--- config.mk ---
export PLATFORM = sky130hd
export DESIGN_NAME = lrh_front
export DESIGN_NICKNAME = d
export VERILOG_FILES = /design/src/rtl/core/lrh_pkg.sv /design/src/rtl/core/lrh_front.sv
export SDC_FILE = /design/constraint.sdc
export NUM_CORES = 1
export LEC_CHECK = 0
export ABC_AREA = 0
export CORE_ASPECT_RATIO = 1.4
export CORE_MARGIN = 1.5
export CORE_UTILIZATION = 40
export DETAILED_ROUTE_END_ITERATION = 10
export DONT_BUFFER_PORTS = 1
export PLACE_DENSITY = 0.64
export REMOVE_ABC_BUFFERS = 1
export SLEW_MARGIN = 10
export SYNTH_ARGS = -nofsm -noshare
export SYNTH_HDL_FRONTEND = slang
export SYNTH_SLANG_ARGS = --single-unit
export TNS_END_PERCENT = 1
--- constraint.sdc ---
create_clock -name clk -period 3.6 [get_ports clk]
set_input_delay 0.36 -clock clk [delete_from_list [all_inputs] [get_ports clk]]
set_output_delay 0.36 -clock clk [all_outputs]
set_load 0.1 [all_outputs]
--- src/rtl/core/lrh_pkg.sv ---
// Shared types and constants for the largest-rectangle histogram block.
`timescale 1ns / 1ps

package lrh_pkg;

  localparam int MAX_BARS_DEF    = 4096;
  localparam int HEIGHT_BITS_DEF = 32;

  localparam int IN_HEIGHT_W = 32;
  localparam int AREA_OUT_W  = 44;
  localparam logic [AREA_OUT_W-1:0] AREA_MAX = {AREA_OUT_W{1'b1}};

  // Request queue between the front and the stack engine.
  localparam int QUEUE_DEPTH = 4;
  localparam int QPTR_W      = $clog2(QUEUE_DEPTH);

  typedef struct packed {
    logic [IN_HEIGHT_W-1:0] bar_height;
    logic                   is_last;
  } lrh_in_t;

  typedef struct packed {
    logic [AREA_OUT_W-1:0] max_area;
    logic                  overflow;
  } lrh_out_t;

  // Classified request: skip marks a bar past the per-histogram limit.
  typedef struct packed {
    logic [IN_HEIGHT_W-1:0] bar_height;
    logic                   is_last;
    logic                   skip;
  } lrh_item_t;

  typedef struct packed {
    logic      valid;
    lrh_item_t item;
  } lrh_queue_t;

  typedef enum logic [2:0] {
    S_IDLE,
    S_BAR,
    S_LOAD,
    S_FLUSH,
    S_FLUSH_LOAD,
    S_DRAIN,
    S_DONE
  } lrh_state_t;

endpackage

--- src/rtl/core/lrh_front.sv ---
// Front end: accepts bars, tags those past the bar limit, and queues them.
`timescale 1ns / 1ps

module lrh_front #(
  parameter int MAX_BARS = lrh_pkg::MAX_BARS_DEF
) (
  input  logic               clk,
  input  logic               rst,
  input  logic               bar_valid,
  output logic               bar_stall,
  input  lrh_pkg::lrh_in_t   bar,
  output lrh_pkg::lrh_queue_t queue,
  input  logic               take
);
  import lrh_pkg::*;

  localparam int POS_W = $clog2(MAX_BARS + 1);

  lrh_item_t           q_mem [QUEUE_DEPTH];
  logic [QPTR_W-1:0]   wr_ptr;
  logic [QPTR_W-1:0]   rd_ptr;
  logic [QPTR_W:0]     q_count;
  logic [POS_W-1:0]    bar_count;
  logic                push;
  logic                pop;
  logic                skip;

  assign bar_stall = (q_count == (QPTR_W + 1)'(QUEUE_DEPTH));
  assign push      = bar_valid && !bar_stall;
  assign pop       = take && queue.valid;
  assign skip      = (bar_count == POS_W'(MAX_BARS));

  assign queue.valid = (q_count != '0);
  assign queue.item  = q_mem[rd_ptr];

  always_ff @(posedge clk) begin
    if (push) begin
      q_mem[wr_ptr] <= '{bar_height: bar.bar_height, is_last: bar.is_last, skip: skip};
    end
  end

  always_ff @(posedge clk) begin
    if (rst) begin
      wr_ptr    <= '0;
      rd_ptr    <= '0;
      q_count   <= '0;
      bar_count <= '0;
    end else begin
      if (push) begin
        wr_ptr <= wr_ptr + 1'b1;
        if (bar.is_last) begin
          bar_count <= '0;
        end else if (!skip) begin
          bar_count <= bar_count + 1'b1;
        end
      end
      if (pop) begin
        rd_ptr <= rd_ptr + 1'b1;
      end
      if (push && !pop) begin
        q_count <= q_count + 1'b1;
      end else if (pop && !push) begin
        q_count <= q_count - 1'b1;
      end
    end
  end

endmodule

==> flow_metrics.tcl, run 1 <==
set metrics [dict create \
    synth_flop_cell "edfxtp_1" \
    cts_max_level 4 \
    antenna_cells 0 \
    finalNetCount 374 \
    synth_seq_cells 158 \
    antenna_found_initial 0 \
    drtAntennaViolNets 0 \
    drive_gt1_frac 0.2281 \
    port_buffers 0 \
    status "finished clean" \
    drv_cap 0 \
    yosysUniqueCellTypes 36 \
    path_clk_slew_ns 0.06 \
    synthArstFlopShare 0 \
    path_class "flip-flop to flip-flop" \
    areaGrowthSynthToFinish_pct 12.84 \
    cts_resized 0 \
    fillers 1294 \
    cp.required_ns 3.94 \
    cp_top_family "simple AND/OR/NAND/NOR gates" \
    setup_tns_ns 0 \
    power_density_nw_per_um2 892.2 \
    p_leak_nw 2.171 \
    max_slew_margin 0.3549 \
    end_kind "flip-flop" \
    wl_mm 10.87 \
    clock_skew_ns 0.01092 \
    fp.dieW_um 107.3 \
    drc 0 \
    worst_slew_pin_slew_ns 0.9676 \
    grt_max_degree 35 \
    die_y_um 149.0 \
    place.gp.congestion 0.7767 \
    core-area_um2 14920 \
    tritoncts "done" \
    detailedRoute.firstIterationViolations 125 \
    path_cells "or3b_1, nand2_1, inv_1, ha_1, inv_1, fa_1, xor2_1, or3_1, a21oi_1" \
    slowest_stage "dfxtp_1" \
    synthesis.area_um2 6090 \
    rsz0062_at_grt "false" \
    setup_viol 0 \
    period_share 0.7149 \
    grt.total_usage 0.1471 \
    clkSinkCount 158 \
    hold_class "input pin to flip-flop" \
    vias 2886 \
    grt_pass1_vias 3154 \
    wl_per_cell_um 20.36 \
    cp_data_arrival_time_ns 2.91 \
    start_kind "flip-flop" \
    slew_viol_final 0 \
    syn_area_per_cell_um2 18.91 \
    synth_cells 322 \
    final-hold-violation-count 0 \
    dr.pass1.iters 4 \
    cts_buffers 17 \
    seqCellArea_um2 4527 \
    cts_root_buf "clkbuf_16" \
    clockBufferDepth 2 \
    clock_latency_ns 0.41 \
    final_common_cell "edfxtp_1" \
    cp_slowest_stage_delay_ns 0.41 \
    mostFrequentLayoutCells "136 x edfxtp_1, 34 x mux4_2, 20 x dfxtp_1" \
    initial_core_util 0.4081 \
    fin_hold_ws_ns 0.01630 \
    period_needed_ns 2.574 \
    ir_drop_uv 584.2 \
    critPathMaxFanout 16 \
    rows 53 \
    path_common_cell "inv_1" \
    fmax_ghz 0.3885 \
    dieArea_um2 15980 \
    dp_hpwl_mm 6.386 \
    grt_pass1_wl_mm 17.24 \
    yosysSeqAreaShare 0.7430 \
    num_io_pins 73 \
    multiInputGateArea_um2 1466 \
    path_buf_inv 2 \
    vias_per_cell 5.404 \
    overflow 0 \
    yosys_warnings 0 \
    synth-edff-count 136 \
]
==> stage by stage <==
stage,cell area (um^2),worst slack (ns),total power [W],utilization,cells
floorplan,6017,0.7831,0.004287,-,305
global placement,6280,1.184,0.004490,0.4209,499
CTS,6862,0.9661,0.006208,0.4599,533
detailed placement,6280,1.043,0.004525,0.4209,499
finish,6872,1.026,0.006131,0.4605,534
global route,6872,0.7784,0.006361,0.4605,534
==> timing repair <==
item / in CTS / in global routing
hold endpoints to repair: 6 / 3
hold buffers: 2 / 1
setup buffers: 0 / 0
==> path summary, 6_finish.rpt <==
path,from,endpoint,slack (ns),cells after the start
worst max-delay path,q_count[0],q_count[2],1.03,9
worst max register to register,q_count[0],q_count[2],1.03,9
worst min-delay path,rst,wr_ptr[0],0.02,1
worst min register to register,bar_count[6],bar_count[6],0.50,2
==> Yosys cell counts (all sizes together), types with 3 or more instances <==
cell type,count,area [um^2]
edfxtp,136,4084
mux4,34,765.7
dfxtp,22,440.4
a21oi,15,75.07
o21ai,12,60.06
buf,9,42.54
clkbuf,8,30.03
nand3,8,40.04
or3,8,55.05
a31oi,7,43.79
and3,7,45.05
ha,7,87.58
inv,7,26.28
nand2,7,26.28
nor2,7,26.28
xor2,4,35.03
nand4b,3,26.28
or4,3,22.52
==> metal layers <==
metal	part of all wire	vias up	track usage	wire length (um)
met3	0.064	7	0.05417	697
met5	0	-	0	0
met4	0.0087	0	0.04800	95
li1	-	1314	-	-
met2	0.55	64	0.2608	5972
met1	0.38	1501	0.1618	4108
==> flip-flops by register name, summed over array words and instances, names as in the netlist, named ones only <==
register / flops
q_mem: 136
bar_count: 13
q_count: 3
rd_ptr: 2
wr_ptr: 2
==> layout make-up <==
type,instances,area share
timing repair buffer,5,0.006555
inverter,8,0.004552
multi-input combinational,139,0.2134
sequential,158,0.6588
tap,192,0.03496
clock inverter,15,0.01985
clock buffer,17,0.06191
==> where the power goes <==
group          internal [W]  switching, W  total, W
Clock              0.000959      0.000721   0.00168
Combinational      0.000384       0.00177   0.00216
Sequential          0.00221     0.0000873   0.00230
==> logic make-up (layout without fill, tap and decap cells) <==
kind of cell / count (synthesis) / after routing / share of synthesized area
flip-flops: 158 / 158 / 0.7430
AND/OR/NAND/NOR: 56 / 56 / 0.05692
AO/OA/AOI/OAI: 35 / 35 / 0.03082
multiplexers: 35 / 35 / 0.1274
buffers and inverters: 25 / 45 / 0.01705
adder cells (fa/ha/maj): 8 / 8 / 0.01767
XOR/XNOR: 5 / 5 / 0.007191
Power figures use the tool's default switching activity.
==> inputs of run 2 (changes only) <==
Clock period 3.6 ns to 2.5 ns, I/O delays scaled along.
==> run 2 against run 1 <==
- clock skew fell by 0.0035 ns
- worst setup slack worse by 0.79 ns
- final area up 6.9%
- via count increased by 5.2%
- combinational power increased by 51%
- global-route usage decreased by 0.19 points
- first-iteration DRC count increased by 20%
- sequential share of layout area fell by 4.2 points
- total power rose by 51%
- cell count up 7.3%
- die area is the same
- critical path type unchanged
- critical endpoint unchanged
- largest power group unchanged
==> flow_metrics.tcl, run 2 (synthesis gave the netlist of run 1 again) <==
set metrics [dict create \
    hold_class "input pin to flip-flop" \
    path_cells "or3b_1, nand2_1, inv_1, ha_1, inv_1, fa_1, xor2_1, or3_1, a21oi_1" \
    clockBufferDepth 2 \
    overflow 0 \
    cts_buffers 17 \
    drtAntennaViolNets 0 \
    p_leak_nw 2.374 \
    core-area_um2 14920 \
    cp_slowest_stage_delay_ns 0.40 \
    place.gp.congestion 0.7580 \
    clock_skew_ns 0.007446 \
    rsz0062_at_grt "false" \
    initial_core_util 0.4081 \
    dp_hpwl_mm 6.587 \
    drc 0 \
    pre_cts_ws_ns 0.2730 \
    final-hold-violation-count 0 \
    clock_latency_ns 0.40 \
    drv_cap 0 \
    grt_pass1_wl_mm 17.10 \
    worst_slew_pin_slew_ns 0.8276 \
    die_y_um 149.0 \
    cts_max_level 4 \
    fillers 1243 \
    end_kind "flip-flop" \
    port_buffers 0 \
    dr.pass1.iters 4 \
    setup_viol 0 \
    max_slew_margin 0.4465 \
    clkSinkCount 158 \
    start_kind "flip-flop" \
    status "finished clean" \
    worst_slack_ns 0.2401 \
    cp_data_arrival_time_ns 2.59 \
    drive_gt1_frac 0.2237 \
    detailedRoute.firstIterationViolations 150 \
    slew_viol_final 0 \
    vias_per_cell 5.298 \
    fmax_ghz 0.4425 \
    path_common_cell "inv_1" \
    max_flop_register "q_mem" \
    rows 53 \
    ir_drop_uv 1058 \
    power_w 0.009240 \
    grt_max_degree 35 \
    fp.dieW_um 107.3 \
    cts_root_buf "clkbuf_16" \
    largest_register_ffs 136 \
    period_share 0.9040 \
    critPathMaxFanout 8 \
    path_clk_slew_ns 0.06 \
    period_needed_ns 2.260 \
    cp.required_ns 2.83 \
    largestRegisters "q_mem: 136 flops, bar_count: 13 flops, q_count: 3 flops" \
    grt.total_usage 0.1452 \
    final_common_cell "edfxtp_1" \
    setup_tns_ns 0 \
    antenna_found_initial 1 \
    dieArea_um2 15980 \
    num_io_pins 73 \
    tritoncts "done" \
    vias 3036 \
    areaGrowthSynthToFinish_pct 20.61 \
    path_class "flip-flop to flip-flop" \
    mostFrequentLayoutCells "136 x edfxtp_1, 34 x mux4_2, 34 x dlygate4sd3_1" \
    cts_resized 0 \
    grt_pass1_vias 3220 \
    wl_mm 10.79 \
    power_density_nw_per_um2 1258 \
    wl_per_cell_um 18.84 \
    finalNetCount 412 \
    slowest_stage "dfxtp_1" \
]
[run 2: changes by cell type in the layout (fill, tap and decap cells not counted)]
cell | before | now
buf_12 | 0 | 3
clkinv_4 | 4 | 1
clkinv_2 | 3 | 1
bufinv_16 | 1 | 4
buf_4 | 2 | 6
inv_6 | 4 | 5
diode_2 | 0 | 1
clkinvlp_4 | 3 | 4
dlygate4sd3_1 | 3 | 34
[run 2: report_power, final]
part	total [W]	internal (W)	switching, W
logic	0.00327	0.000652	0.00262
registers	0.00328	0.00317	0.000106
clock network	0.00269	0.00169	0.00101
[run 2: critical path, delay by kind of cell (launching register included)]
family / cells / cell delay (ns)
simple gates: 3 / 0.68
compound gates: 1 / 0.14
flops: 1 / 0.40
buf+inv: 2 / 0.19
xor+xnor: 1 / 0.18
fa+ha+maj: 2 / 0.59
[run 2: layer usage]
metal	GRT usage	part of all wire	routed length (um)
met2	0.2682	0.56	6028
met3	0.05374	0.056	607
met4	0.04133	0.0098	106
met1	0.1523	0.38	4051
met5	0	0	0
[run 2: what timing repair did]
action                                  4_1_cts  5_1_grt
buffers inserted                              0        0
endpoints found under the hold margin       154        0
hold buffers                                 34        0
endpoints found under the setup margin        0        0
[run 2: area by class of cell]
type                            count  area (um^2)  area share
Antenna cell                        1        2.502   0.0003407
Clock buffer                       17        425.4     0.05792
Clock inverter                     15        206.4     0.02811
Inverter                            8        31.28    0.004259
Multi-Input combinational cell    139         1466      0.1997
Sequential cell                   158         4527      0.6164
Tap cell                          192        240.2     0.03271
Timing Repair Buffer               43        445.4     0.06065
[run 2: through the flow]
stage / area, um^2 / util / hold WS (ns) / std cells
floorplan: 6017 / - / 0.3191 / 305
global placement: 6370 / 0.4269 / 0.3212 / 506
detailed placement: 6370 / 0.4269 / 0.3225 / 506
CTS: 7342 / 0.4921 / 0.03459 / 572
global route: 7345 / 0.4922 / 0.04648 / 573
finish: 7345 / 0.4922 / 0.05057 / 573
[run 2: final timing paths]
path	depth (start not counted)	end	slack, ns	from
max	9	q_count[2]	0.24	q_count[0]
min	2	bar_count[12]	0.05	bar[0]
max reg2reg	9	q_count[2]	0.24	q_count[0]
min reg2reg	2	bar_count[12]	0.50	bar_count[12]
